`config.mk`:
```
export PLATFORM = sky130hd
export DESIGN_NAME = bitmap_find_set_bit_core
export DESIGN_NICKNAME = d
export VERILOG_FILES = /design/src/hdl/bfsb_pkg.sv /design/src/hdl/bfsb_ram.sv /design/src/hdl/bfsb_ctrl.sv /design/src/hdl/bitmap_find_set_bit_core.sv
export SDC_FILE = /design/constraint.sdc
export NUM_CORES = 2
export LEC_CHECK = 0
export ABC_AREA = 1
export BUFFER_PORTS_ARGS = -buffer_cell sky130_fd_sc_hd__buf_4
export CAP_MARGIN = 10
export CORE_UTILIZATION = 60
export CTS_BUF_LIST = sky130_fd_sc_hd__clkbuf_4
export CTS_CLUSTER_SIZE = 14
export DETAILED_ROUTE_END_ITERATION = 7
export PLACE_DENSITY = 0.76
export SLEW_MARGIN = 20
export SYNTH_ARGS = -nofsm -noshare
export SYNTH_HDL_FRONTEND = slang
export SYNTH_SLANG_ARGS = --single-unit
```
`constraint.sdc`:
```
create_clock -name clk -period 7.15 [get_ports clk]
set_input_delay 1.43 -clock clk [delete_from_list [all_inputs] [get_ports clk]]
set_output_delay 1.43 -clock clk [all_outputs]
set_load 0.005 [all_outputs]
```
`src/hdl/bfsb_pkg.sv`:
```
// Shared types, constants and helper functions of the bit-map find-set-bit block.
// Used by bfsb_ctrl and bitmap_find_set_bit_core; no other dependencies.
`timescale 1ns / 1ps
`default_nettype none

package bfsb_pkg;

    // Map geometry
    localparam int WORD_BITS = 64;
    localparam int MAX_BITS  = 1024;
    localparam int NWORDS    = (MAX_BITS + WORD_BITS - 1) / WORD_BITS;
    localparam int WIDX_W    = $clog2(NWORDS);
    localparam int BIT_W     = $clog2(WORD_BITS);
    localparam int IDX_W     = 10;
    localparam int CAP_W     = 11;
    localparam int CNT_W     = WIDX_W + 1;

    // Stream widths (fields packed from bit 0, padded to whole bytes)
    localparam int IN_DATA_W  = 16;
    localparam int OUT_DATA_W = 16;
    localparam int CMD_W      = 3;

    typedef enum logic [CMD_W-1:0] {
        CMD_SET        = 3'd0,
        CMD_CLEAR      = 3'd1,
        CMD_FIND_FIRST = 3'd2,
        CMD_FIND_NEXT  = 3'd3,
        CMD_FILL       = 3'd4
    } cmd_t;

    // Memory port request from the sequencer
    typedef struct packed {
        logic                 rd_en;
        logic [WIDX_W-1:0]    rd_addr;
        logic                 wr_en;
        logic [WIDX_W-1:0]    wr_addr;
        logic [WORD_BITS-1:0] wr_data;
    } mem_req_t;

    // One result item
    typedef struct packed {
        logic             index_error;
        logic [IDX_W-1:0] found_index;
        logic             found;
    } res_t;

    // Bits of word w that lie below the effective capacity
    function automatic logic [WORD_BITS-1:0] usable_mask(input logic [CAP_W-1:0] eff_cap,
                                                          input logic [WIDX_W-1:0] w);
        logic [CAP_W-1:0]     lo;
        logic [CAP_W-1:0]     diff;
        logic [WORD_BITS-1:0] m;
        lo   = CAP_W'(w) << BIT_W;
        diff = '0;
        if (eff_cap <= lo) begin
            m = '0;
        end
        else begin
            diff = eff_cap - lo;
            if (diff >= CAP_W'(WORD_BITS))
                m = '1;
            else
                m = (WORD_BITS'(1) << diff[BIT_W-1:0]) - WORD_BITS'(1);
        end
        return m;
    endfunction

    // Priority encoder: position of the lowest set bit
    function automatic logic [BIT_W-1:0] lowest_bit(input logic [WORD_BITS-1:0] v);
        logic [BIT_W-1:0] p;
        p = '0;
        for (int i = WORD_BITS - 1; i >= 0; i--) begin
            if (v[i])
                p = BIT_W'(i);
        end
        return p;
    endfunction

endpackage

`default_nettype wire

```
`src/hdl/bfsb_ram.sv`:
```
// Generic simple dual-port RAM: one write port, one read port, registered read data.
// Standalone; no package dependency.
`timescale 1ns / 1ps
`default_nettype none

module bfsb_ram #(
    parameter int WIDTH = 64,
    parameter int DEPTH = 16
) (
    input  wire logic                     clk,
    input  wire logic                     wr_en,
    input  wire logic [$clog2(DEPTH)-1:0] wr_addr,
    input  wire logic [WIDTH-1:0]         wr_data,
    input  wire logic                     rd_en,
    input  wire logic [$clog2(DEPTH)-1:0] rd_addr,
    output logic      [WIDTH-1:0]         rd_data
);

    logic [WIDTH-1:0] mem [DEPTH];

    // Write port and registered read port
    always_ff @(posedge clk)
    begin
        if (wr_en)
            mem[wr_addr] <= wr_data;
        if (rd_en)
            rd_data <= mem[rd_addr];
    end

endmodule

`default_nettype wire

```
`src/hdl/bfsb_ctrl.sv`:
```
// Command sequencer: read-modify-write of map words, pipelined word scan, fill sweep.
// Depends on bfsb_pkg; drives the map RAM through a mem_req_t request.
`timescale 1ns / 1ps
`default_nettype none

module bfsb_ctrl (
    input  wire logic                          clk,
    input  wire logic                          rst_n,
    input  wire logic                          in_valid,
    output logic                               in_ready,
    input  wire logic [bfsb_pkg::CMD_W-1:0]    cmd,
    input  wire logic [bfsb_pkg::IDX_W-1:0]    bit_index,
    input  wire logic                          fill_value,
    input  wire logic [bfsb_pkg::CAP_W-1:0]    eff_cap,
    output logic                               res_valid,
    input  wire logic                          res_ready,
    output bfsb_pkg::res_t                     res,
    output bfsb_pkg::mem_req_t                 mem,
    input  wire logic [bfsb_pkg::WORD_BITS-1:0] rd_data
);
    import bfsb_pkg::*;

    typedef enum logic [2:0] {
        ST_IDLE,
        ST_RMW,
        ST_SCAN,
        ST_FILL,
        ST_DONE
    } state_t;

    state_t               state_reg, state_next;
    res_t                 res_reg, res_next;
    logic [NWORDS-1:0]    valid_reg, valid_next;
    logic [WIDX_W-1:0]    resume_reg, resume_next;
    logic [WIDX_W-1:0]    w_reg, w_next;
    logic [CNT_W-1:0]     k_reg, k_next;
    logic [CNT_W-1:0]     n_reg, n_next;
    logic                 move_reg, move_next;
    logic                 fill_reg, fill_next;
    logic                 setop_reg, setop_next;
    logic [IDX_W-1:0]     bit_reg, bit_next;
    logic                 p_valid_reg, p_valid_next;
    logic                 p_last_reg, p_last_next;
    logic                 p_vbit_reg, p_vbit_next;
    logic [WIDX_W-1:0]    p_w_reg, p_w_next;

    cmd_t                 cmd_c;
    logic                 accept;
    logic [CNT_W-1:0]     n_words;
    logic [WORD_BITS-1:0] cur_word;
    logic [WORD_BITS-1:0] bit_mask;
    logic [WORD_BITS-1:0] scan_bits;
    logic [WIDX_W-1:0]    w_inc;

    assign cmd_c    = cmd_t'(cmd);
    assign in_ready = (state_reg == ST_IDLE);
    assign accept   = in_valid && in_ready;
    assign res_valid = (state_reg == ST_DONE);
    assign res       = res_reg;

    // Words in use: ceil(capacity / word size)
    assign n_words = CNT_W'((12'(eff_cap) + 12'(WORD_BITS - 1)) >> BIT_W);

    // Word returned by the RAM; a never-written word reads as zero
    assign cur_word  = p_vbit_reg ? rd_data : '0;
    assign bit_mask  = WORD_BITS'(1) << bit_reg[BIT_W-1:0];
    assign scan_bits = cur_word & usable_mask(eff_cap, p_w_reg);
    assign w_inc     = ((CNT_W'(w_reg) + CNT_W'(1)) == n_reg) ? '0 : w_reg + WIDX_W'(1);

    // Next-state logic
    always_comb
    begin
        state_next   = state_reg;
        res_next     = res_reg;
        valid_next   = valid_reg;
        resume_next  = resume_reg;
        w_next       = w_reg;
        k_next       = k_reg;
        n_next       = n_reg;
        move_next    = move_reg;
        fill_next    = fill_reg;
        setop_next   = setop_reg;
        bit_next     = bit_reg;
        p_valid_next = 1'b0;
        p_last_next  = p_last_reg;
        p_vbit_next  = p_vbit_reg;
        p_w_next     = p_w_reg;
        mem          = '0;

        unique case (state_reg)
            ST_IDLE:
            begin
                if (accept)
                begin
                    res_next = '0;
                    unique case (cmd_c) inside
                        CMD_SET, CMD_CLEAR:
                        begin
                            if (CAP_W'(bit_index) >= eff_cap)
                            begin
                                res_next.index_error = 1'b1;
                                state_next = ST_DONE;
                            end
                            else
                            begin
                                mem.rd_en   = 1'b1;
                                mem.rd_addr = bit_index[IDX_W-1:BIT_W];
                                p_vbit_next = valid_reg[bit_index[IDX_W-1:BIT_W]];
                                bit_next    = bit_index;
                                setop_next  = (cmd_c == CMD_SET);
                                state_next  = ST_RMW;
                            end
                        end
                        CMD_FIND_FIRST, CMD_FIND_NEXT:
                        begin
                            if (n_words == '0)
                            begin
                                state_next = ST_DONE;
                            end
                            else
                            begin
                                move_next = (cmd_c == CMD_FIND_NEXT);
                                if (cmd_c == CMD_FIND_NEXT && CNT_W'(resume_reg) < n_words)
                                    w_next = resume_reg;
                                else
                                    w_next = '0;
                                k_next     = '0;
                                n_next     = n_words;
                                state_next = ST_SCAN;
                            end
                        end
                        CMD_FILL:
                        begin
                            fill_next  = fill_value;
                            w_next     = '0;
                            state_next = ST_FILL;
                        end
                        default:
                        begin
                            state_next = ST_DONE;
                        end
                    endcase
                end
            end
            ST_RMW:
            begin
                mem.wr_en   = 1'b1;
                mem.wr_addr = bit_reg[IDX_W-1:BIT_W];
                mem.wr_data = setop_reg ? (cur_word | bit_mask) : (cur_word & ~bit_mask);
                valid_next[bit_reg[IDX_W-1:BIT_W]] = 1'b1;
                state_next  = ST_DONE;
            end
            ST_SCAN:
            begin
                // Issue one word read per cycle
                if (k_reg < n_reg)
                begin
                    mem.rd_en    = 1'b1;
                    mem.rd_addr  = w_reg;
                    p_valid_next = 1'b1;
                    p_w_next     = w_reg;
                    p_vbit_next  = valid_reg[w_reg];
                    p_last_next  = (k_reg == n_reg - CNT_W'(1));
                    k_next       = k_reg + CNT_W'(1);
                    w_next       = w_inc;
                end
                // Check the word read in the previous cycle
                if (p_valid_reg)
                begin
                    if (scan_bits != '0)
                    begin
                        res_next.found       = 1'b1;
                        res_next.found_index = {p_w_reg, lowest_bit(scan_bits)};
                        if (move_reg)
                            resume_next = p_w_reg;
                        p_valid_next = 1'b0;
                        state_next   = ST_DONE;
                    end
                    else if (p_last_reg)
                    begin
                        p_valid_next = 1'b0;
                        state_next   = ST_DONE;
                    end
                end
            end
            ST_FILL:
            begin
                mem.wr_en   = 1'b1;
                mem.wr_addr = w_reg;
                mem.wr_data = fill_reg ? usable_mask(eff_cap, w_reg) : '0;
                valid_next[w_reg] = 1'b1;
                w_next      = w_reg + WIDX_W'(1);
                if (w_reg == WIDX_W'(NWORDS - 1))
                begin
                    resume_next = '0;
                    state_next  = ST_DONE;
                end
            end
            ST_DONE:
            begin
                if (res_ready)
                    state_next = ST_IDLE;
            end
            default:
            begin
                state_next = ST_IDLE;
            end
        endcase
    end

    // State and registered outputs
    always_ff @(posedge clk or negedge rst_n)
    begin
        if (!rst_n)
        begin
            state_reg   <= ST_IDLE;
            valid_reg   <= '0;
            resume_reg  <= '0;
            p_valid_reg <= 1'b0;
        end
        else
        begin
            state_reg   <= state_next;
            valid_reg   <= valid_next;
            resume_reg  <= resume_next;
            p_valid_reg <= p_valid_next;
        end
    end

    // Payload registers
    always_ff @(posedge clk)
    begin
        res_reg    <= res_next;
        w_reg      <= w_next;
        k_reg      <= k_next;
        n_reg      <= n_next;
        move_reg   <= move_next;
        fill_reg   <= fill_next;
        setop_reg  <= setop_next;
        bit_reg    <= bit_next;
        p_last_reg <= p_last_next;
        p_vbit_reg <= p_vbit_next;
        p_w_reg    <= p_w_next;
    end

    // Checks
    a_found_no_err: assert property (@(posedge clk) disable iff (!rst_n)
        res_valid && res.found |-> !res.index_error)
        else $error("found and index_error both set");

    a_notfound_zero: assert property (@(posedge clk) disable iff (!rst_n)
        res_valid && !res.found |-> res.found_index == '0)
        else $error("found_index nonzero without a hit");

    a_no_rw_overlap: assert property (@(posedge clk) disable iff (!rst_n)
        !(mem.rd_en && mem.wr_en))
        else $error("map read and write in the same cycle");

    a_ready_no_result: assert property (@(posedge clk) disable iff (!rst_n)
        in_ready |-> !res_valid)
        else $error("new request taken while a result is pending");

    a_scan_hold: assert property (@(posedge clk) disable iff (!rst_n)
        state_reg == ST_SCAN && $past(state_reg) == ST_SCAN |-> $stable(n_reg))
        else $error("word count changed during a scan");

endmodule

`default_nettype wire

```
`src/hdl/bitmap_find_set_bit_core.sv`:
```
// Bit-map allocator with find-first and next-fit find-set-bit commands.
// Command stream in (s_*), result stream out (m_*), capacity register write (cfg_*).
// Set/clear: the map word is read, then modified and written back in ST_RMW; the result
// then waits in ST_DONE, and an index out of range goes straight to ST_DONE.
// Find: the scan reads one map word per cycle from the single RAM read port and
// stops early on a hit; a miss reads every word in use.
// Fill: one word per cycle through the RAM write port, 16 writes.
// Every request yields exactly one result.  The result sits in an output register;
// while the receiver stalls the sequencer may finish the next request and holds it
// until the register frees up, then takes no new request until it is delivered.
// Reset: map reads as all zero (per-word valid bits), pointer 0, capacity 1024.
// No clearing pass is needed, so the block is ready right after reset.
// cfg writes are always accepted and must be made only while the block is idle.
// Depends on bfsb_pkg, bfsb_ctrl and bfsb_ram.
`timescale 1ns / 1ps
`default_nettype none

module bitmap_find_set_bit_core (
    input  wire logic                              clk,
    input  wire logic                              rst_n,
    // bits: [2:0] cmd, [12:3] bit_index, [13] fill_value, [15:14] zero
    input  wire logic [bfsb_pkg::IN_DATA_W-1:0]    s_tdata,
    input  wire logic                              s_tvalid,
    output logic                                   s_tready,
    // bits: [0] found, [10:1] found_index, [11] index_error, [15:12] zero
    output logic      [bfsb_pkg::OUT_DATA_W-1:0]   m_tdata,
    output logic                                   m_tvalid,
    input  wire logic                              m_tready,
    input  wire logic [bfsb_pkg::CAP_W-1:0]        cfg_data,
    input  wire logic                              cfg_valid,
    output logic                                   cfg_ready
);
    import bfsb_pkg::*;

    logic [CAP_W-1:0]      cap_reg;
    logic [CAP_W-1:0]      eff_cap;
    logic                  m_tvalid_reg;
    logic [OUT_DATA_W-1:0] m_tdata_reg;
    logic                  res_valid;
    logic                  res_ready;
    res_t                  res;
    mem_req_t              mem;
    logic [WORD_BITS-1:0]  rd_data;

    // Capacity register, saturated at the map size
    assign cfg_ready = 1'b1;
    assign eff_cap   = (cap_reg > CAP_W'(MAX_BITS)) ? CAP_W'(MAX_BITS) : cap_reg;

    always_ff @(posedge clk or negedge rst_n)
    begin
        if (!rst_n)
            cap_reg <= CAP_W'(MAX_BITS);
        else if (cfg_valid && cfg_ready)
            cap_reg <= cfg_data;
    end

    // Map storage
    bfsb_ram #(
        .WIDTH (WORD_BITS),
        .DEPTH (NWORDS)
    ) u_ram (
        .clk     (clk),
        .wr_en   (mem.wr_en),
        .wr_addr (mem.wr_addr),
        .wr_data (mem.wr_data),
        .rd_en   (mem.rd_en),
        .rd_addr (mem.rd_addr),
        .rd_data (rd_data)
    );

    // Command sequencer
    bfsb_ctrl u_ctrl (
        .clk        (clk),
        .rst_n      (rst_n),
        .in_valid   (s_tvalid),
        .in_ready   (s_tready),
        .cmd        (s_tdata[CMD_W-1:0]),
        .bit_index  (s_tdata[CMD_W+IDX_W-1:CMD_W]),
        .fill_value (s_tdata[CMD_W+IDX_W]),
        .eff_cap    (eff_cap),
        .res_valid  (res_valid),
        .res_ready  (res_ready),
        .res        (res),
        .mem        (mem),
        .rd_data    (rd_data)
    );

    // Output register
    assign res_ready = !m_tvalid_reg || m_tready;
    assign m_tvalid  = m_tvalid_reg;
    assign m_tdata   = m_tdata_reg;

    always_ff @(posedge clk or negedge rst_n)
    begin
        if (!rst_n)
            m_tvalid_reg <= 1'b0;
        else if (res_ready)
            m_tvalid_reg <= res_valid;
    end

    always_ff @(posedge clk)
    begin
        if (res_valid && res_ready)
            m_tdata_reg <= OUT_DATA_W'({res.index_error, res.found_index, res.found});
    end

endmodule

`default_nettype wire
```
### Word-level counts from Yosys, hierarchy flattened

Memories as Yosys holds them, arrays and structs flattened. A register that Yosys moved wholly into a read port is not among the register bits.
Index checks and enable logic that the tools add are counted.

* flip-flop bits (word level): 93
* bits in writable memories: 1024
* bits of input ports: 32
* output and inout port bits: 19
* logic and storage cells: 238
* memories kept: 1

Memory list
* u_ram.mem: words 16, bits a word 64, rd ports 1, clocked after memory_dff 1, write ports 1, line bfsb_ram.sv:19 `logic [WIDTH-1:0] mem [DEPTH];`

* $add $sub $neg: 9
* $lt $le $gt $ge: 13
* equality and inequality tests: 25
* shift operators: 3
* mux-type cells: 131
* bitwise gates (word level): 8
* reduce and logical (&&, ||, !) cells: 28

Operators by type and width (number)
* 64-bit 2-to-1 mux: 7
* 6-bit 2-to-1 mux: 64
* 1-bit by 6-bit left shift with 64-bit output (first input constant): 3
* 69-bit case mux with 2 select lines: 1
* 64-bit AND: 2
* 64-bit by 2-bit subtractor with 64-bit output (second input constant): 2
* 64-bit inverter: 1
* 64-bit OR: 1
* 64-bit nonzero test: 1
* 11-bit 2-to-1 mux: 4
* 5-bit 2-to-1 mux: 8
* 4-bit 2-to-1 mux: 9
* 16-bit OR: 2
* 16-bit case mux with 2 select lines: 1
* 5-bit AND reduction: 5
* 3-bit 2-to-1 mux: 8
* 11-bit by 7-bit greater-or-equal comparator with 1-bit output (second input constant): 2
* 11-bit by 10-bit <= comparator with 1-bit output: 2
* 11-bit case mux with 2 select lines: 1
* 11-bit by 10-bit subtractor with 11-bit output: 2
* 5-bit case mux with 2 select lines: 2
* 1-bit 2-to-1 mux: 16
* 4-bit case mux with 2 select lines: 2
* 4-bit by 5-bit less-than comparator with 1-bit output (second input constant): 3
* other kinds (37): 68

### Depth between registers and ports, before layout

* depth in word-level cells: 75
* gate-level depth with buffers: 78
* depth with buffers taken out: 78

### Modules after synthesis

A second synthesis with hierarchy kept.

* cells, all modules: 5966
* area total of the unflattened synthesis: 56952.1 um^2

Modules (own cells, without submodules)
* bfsb_ram: times used 1, cells each 4210, area each 45926.5 um^2, seq. area each 32671.3 um^2
* bfsb_ctrl: times used 1, cells each 1666, area each 10067.2 um^2, seq. area each 1951.9 um^2
* bitmap_find_set_bit_core: times used 1, cells each 90, area each 958.4 um^2, seq. area each 661.9 um^2

### Worst setup path after synthesis

No wires, ideal clock.

* path kind: flip-flop to flip-flop
* start: reg u_ctrl.state_reg[0]
* end: mem u_ram.mem[0][0] (enable)
* library setup time: 0.565 ns
* arrival time: 5.765 ns
* required time: 6.585 ns
* setup slack: 0.821 ns
* stages on the path, launching flop included: 11
* buffers on the path: 1
* period minus slack after synthesis: 6.329 ns
* path through: dfrtp_1 inv_1 nor2_1 inv_1 nor2_1 inv_1 clkbuf_1 o22ai_1 inv_1 nand2_1 nor3_1

* word-level cells in the longest chain between the ends: 4
* elaborated cells between the ends (all ways): 5
* classes of those cells: eq/ne: 2; mux: 3

Ends and longest elaborated chain
* start, declared: line bfsb_ctrl.sv:31 `state_t state_reg, state_next;`
* start signal, assigned: line bfsb_ctrl.sv:223 `state_reg <= state_next;`
* 3-bit by 2-bit == test with 1-bit output or 3-bit by 1-bit == test with 1-bit output (tied branches): line bfsb_ctrl.sv:90 `unique case (state_reg)`
* 69-bit case mux with 2 select lines *: line bfsb_ctrl.sv:90
* 1-bit 2-to-1 mux: line bfsb_ram.sv:24 `if (wr_en)`
* 1-bit 2-to-1 mux (not written as such): line bfsb_ram.sv:25 `mem[wr_addr] <= wr_data;`
* end, declared: line bfsb_ram.sv:19

Every way passes the cells marked *; elsewhere a longest branch is shown, timed or not.

### Final worst setup path

* start: reg cap_reg[10]
* end: reg u_ctrl.res_reg (netlist bit u_ctrl.res[1]), data pin

* word-level cells in the longest chain between the ends: 75
* elaborated cells between the ends (all ways): 77
* classes of those cells: add/sub: 2; order compare: 3; shift: 1; mux: 70; bitwise: 1

Ends and longest elaborated chain
* start, declared: line bitmap_find_set_bit_core.sv:35 `logic [CAP_W-1:0] cap_reg;`
* start signal, assigned: line bitmap_find_set_bit_core.sv:52 `cap_reg <= CAP_W'(MAX_BITS);`
* start signal, assigned: line bitmap_find_set_bit_core.sv:54 `cap_reg <= cfg_data;`
* 11-bit greater-than comparator: line bitmap_find_set_bit_core.sv:47 `assign eff_cap = (cap_reg > CAP_W'(MAX_BITS)) ? CAP_W'(MAX_BITS) : cap_reg;`
* 11-bit 2-to-1 mux *: line bitmap_find_set_bit_core.sv:47
* 11-bit by 10-bit subtractor with 11-bit output: line bfsb_pkg.sv:59 `diff = eff_cap - lo;`
* 1-bit by 6-bit left shift with 64-bit output: line bfsb_pkg.sv:63 `m = (WORD_BITS'(1) << diff[BIT_W-1:0]) - WORD_BITS'(1);`
* 64-bit by 2-bit subtractor with 64-bit output: line bfsb_pkg.sv:63
* 64-bit 2-to-1 mux: line bfsb_pkg.sv:60 `if (diff >= CAP_W'(WORD_BITS))`
* 64-bit 2-to-1 mux *: line bfsb_pkg.sv:55 `if (eff_cap <= lo) begin`
* 64-bit AND *: line bfsb_ctrl.sv:67 `assign scan_bits = cur_word & usable_mask(eff_cap, p_w_reg);`
* 6-bit 2-to-1 mux (63 in series): line bfsb_pkg.sv:73 `if (v[i])`
* 6-bit 2-to-1 mux *: line bfsb_pkg.sv:73
* 11-bit 2-to-1 mux *: line bfsb_ctrl.sv:170 `if (scan_bits != '0)`
* 11-bit 2-to-1 mux *: line bfsb_ctrl.sv:168 `if (p_valid_reg)`
* 11-bit case mux with 2 select lines *: line bfsb_ctrl.sv:90
* end signal, assigned: line bfsb_ctrl.sv:233 `res_reg <= res_next;`
* end, declared: line bfsb_ctrl.sv:32 `res_t res_reg, res_next;`

Every way passes the cells marked *; elsewhere a longest branch is shown, timed or not. The select of a mux whose other input is x is not followed.
A chain may end at the register's enable or synchronous reset.

==> reports/qor.csv <==
stage,metric,value,unit
cells_and_area,Area Overhead vs Synth,10.55,%
setup_path,Worst EP arrival,7.31,ns
floorplanning,die area,88400,µm²
clock_tree,Sink Count,1181,
detailed_routing,TritonRoute pass-1 iters,8,
timing,Final period util,0.8973,
power_and_ir_drop,Power Total,18.43,mW
synth,synth unique cells,63,
synth,sequential element share of the synthesized area,0.6743,
setup_path,RR Endpoint,u_ctrl.res[1],
power_and_ir_drop,PD cells,318.5,nW/µm²
placement,PortBufs,43,
synth,Most used DFF post-synth,edfxtp_1,
synth,Mapped Cells,4578,
clock_tree,worst-skew pair later-pin latency,1.21,ns
clock_tree,root buffer cell,clkbuf_4,
detailed_routing,ANT nets after route,0,
detailed_routing,vias,38990,
setup_path,worst r2r path cells,73,
setup_path,CP startpoint,cap_reg[10],
synth,Syn Area/Cell,11.43,µm²
synth,top cell type's share of synthesized area,0.6571,
timing,clk_skew,0.09682,ns
floorplanning,# IOs,51,
power_and_ir_drop,Worst VDD drop,212.8,µV
floorplanning,area of the core,85820,µm²
grt,GRT overflow,0,
detailed_routing,detailed-route wire length,150400,µm
placement,GP Congestion,1.022,
cells_and_area,flip-flop count of the largest register after layout,1024,
grt,first-pass GRT wire length,223300,µm
floorplanning,Site Rows,107,
synth,Synth async-reset ratio,0.03048,
timing,final setup fails,0,
setup_path,cell mode on critical path,nand2_1,
detailed_routing,First DRT Iteration DRCs,5585,
placement,hpwl dp,86300,µm
timing,Max Fclk,155.9,MHz
run_status,status,finished with violations,
detailed_routing,routed vias/inst,6.415,
synth,cell with the most instances after synthesis,edfxtp_1,
synth,largest area contributor in the netlist,edfxtp_1,
job,max cap viols,0,
detailed_routing,Residual DRC,1,
floorplanning,Die X,297.3,µm
detailed_routing,WL/cell,24.75,µm
clock_tree,H-tree depth,5,
power_and_ir_drop,P_leak,20.20,nW
floorplanning,effective utilization at floorplan,0.6098,
clock_tree,cts bufs inserted,307,
setup_path,CP max FO,20,
grt,vias in the first global route,37050,
cells_and_area,nets@finish,4808,
timing,"Slew Viols, Final",0,
timing,slew at the pin closest to its max-slew limit,1.136,ns
grt,antenna violations before repair,2,
setup_path,CP Depth,73,
setup_path,type of the worst setup path,flop to flop,
setup_path,CP Capture Type,flop,
setup_path,RR Startpoint,cap_reg[10],
synth,synth cell count leaders,"edfxtp_1 (1,145), nor2_1 (729), o21ai_0 (628), nand2_1 (524), clkbuf_1 (268)",
setup_path,critical path data required time,8.04,ns
synth,post-synthesis register bit count,1181,
setup_path,Worst R2R Setup Slack,0.73,ns
timing,normalized max-slew margin,0.2354,
synth,Synth area leaders,"edfxtp_1 (66%), o21ai_0 (6.0%), nor2_1 (5.2%), nand2_1 (3.8%), o221ai_1 (2.1%)",
timing,"Hold Vio Cnt, Final",0,
grt,largest net degree at the start of global routing,226,
grt,gr usage total,0.3373,
setup_path,Worst path slowest cell,dfstp_2,
synth,Ys Warns,0,
setup_path,crit start category,flop,
setup_path,Worst path max stage delay,0.61,ns
timing,crit path time final,6.416,ns
clock_tree,clk slew on worst S/H paths,0.06,ns
cells_and_area,proportion of layout cells with a drive suffix above 1,0.1484,
setup_path,Buf/Inv on CP,4,
setup_path,"Largest delay share family, worst path",simple AND/OR/NAND/NOR gates,
min_path,worst min path class,input port to asynchronous set/reset pin,
timing,Min Hold Slack,0.2070,ns
synth,Post-synth EDFFs,1145,
clock_tree,CTS tree,done,
floorplanning,height of the die,297.3,µm
synth,synthesized area,52330,µm²
clock_tree,CTS max path bufs,4,
run_status,failing checks,design-rule violations,
[what timing repair did]
action	CTS	global route
hold buffers	0	0
endpoints found under the setup margin	0	1
buffers inserted	0	15
resized for setup	0	30
[kinds of logic (layout without fill, tap and decap cells)]
| family | Yosys count | count (layout) | share of synthesized area |
|---|---|---|---|
| adders and majority gates | 35 | 35 | 0.008656 |
| muxes | 1 | 1 | 0.0002152 |
| buffers and inverters | 507 | 852 | 0.03771 |
| xor gates and xnor gates | 47 | 47 | 0.008010 |
| other | 2 | 13 | 0.0001435 |
| DFF | 1181 | 1181 | 0.6743 |
| AOI/OAI and AO/OA | 1236 | 1236 | 0.1457 |
| and+or+nand+nor | 1569 | 1569 | 0.1253 |
[cells in the final DEF, fill, tap and decap left out, types with 9 or more instances in the layout]
master,count
nor2_1,703
nand3_1,152
ha_1,32
nor2_4,29
o22ai_1,139
dfrtp_1,30
buf_4,133
o21bai_1,12
a32o_1,30
o221ai_1,128
a21oi_1,65
nand2_1,520
o211ai_1,139
nor3_1,47
clkinv_2,9
inv_2,19
o21ai_0,624
xnor2_1,20
nor2_2,19
inv_1,178
a22oi_1,21
xor2_1,26
a21o_1,12
edfxtp_1,1145
buf_12,20
clkbuf_4,438
nand4_1,55
a31oi_1,11
clkinv_1,44
nand2_2,13
o2111ai_1,9
[routing by layer]
layer  share of wire  wire [µm]  GRT usage
met3            0.11      16660    0.06727
met4           0.036       5412     0.1440
met1            0.40      59410     0.4741
met2            0.46      68910     0.5167
met5               0          0          0
[layout make-up]
| class | instances | area [µm²] |
|---|---|---|
| well taps | 1144 | 1431 |
| diodes | 8 | 20.02 |
| clock inverters | 56 | 279.0 |
| multi-input cells | 2893 | 15330 |
| repair buffers | 154 | 1410 |
| clock buffers | 438 | 3288 |
| fillers | 6223 | 27970 |
| inverters | 204 | 794.5 |
| flip-flops and latches | 1181 | 35290 |
[metrics by stage]
| step | setup WS [ns] | setup TNS (ns) | area [µm²] | std cells | utilization |
|---|---|---|---|---|---|
| floorplan | 0.8206 | 0 | 52340 | 4581 | - |
| global placement | 0.3840 | 0 | 54060 | 5561 | 0.6300 |
| detailed placement | 0.4363 | 0 | 54060 | 5561 | 0.6300 |
| CTS | 0.3251 | 0 | 57630 | 6055 | 0.6715 |
| global route | -0.01251 | -0.01251 | 57840 | 6076 | 0.6740 |
| finish | 0.7343 | 0 | 57850 | 6078 | 0.6741 |
[where the power goes]
part           switching, mW  internal [mW]  total (mW)
Combinational           3.09           1.21        4.29
Clock                   2.61           2.86        5.47
Sequential             0.289           8.37        8.66
Total                   5.99           12.4        18.4
[worst max-delay path by stage]
stage                       to  slack [ns]
6_report         u_ctrl.res[1]        0.73
5_1_grt          u_ctrl.res[1]       -0.01
4_1_cts          u_ctrl.res[1]        0.33
3_5_place_dp     u_ctrl.res[1]        0.44
3_3_place_gp     u_ctrl.res[1]        0.38
2_1_floorplan  u_ram.mem[0][0]        0.82
Note: power is estimated with default switching activity, not from simulation.
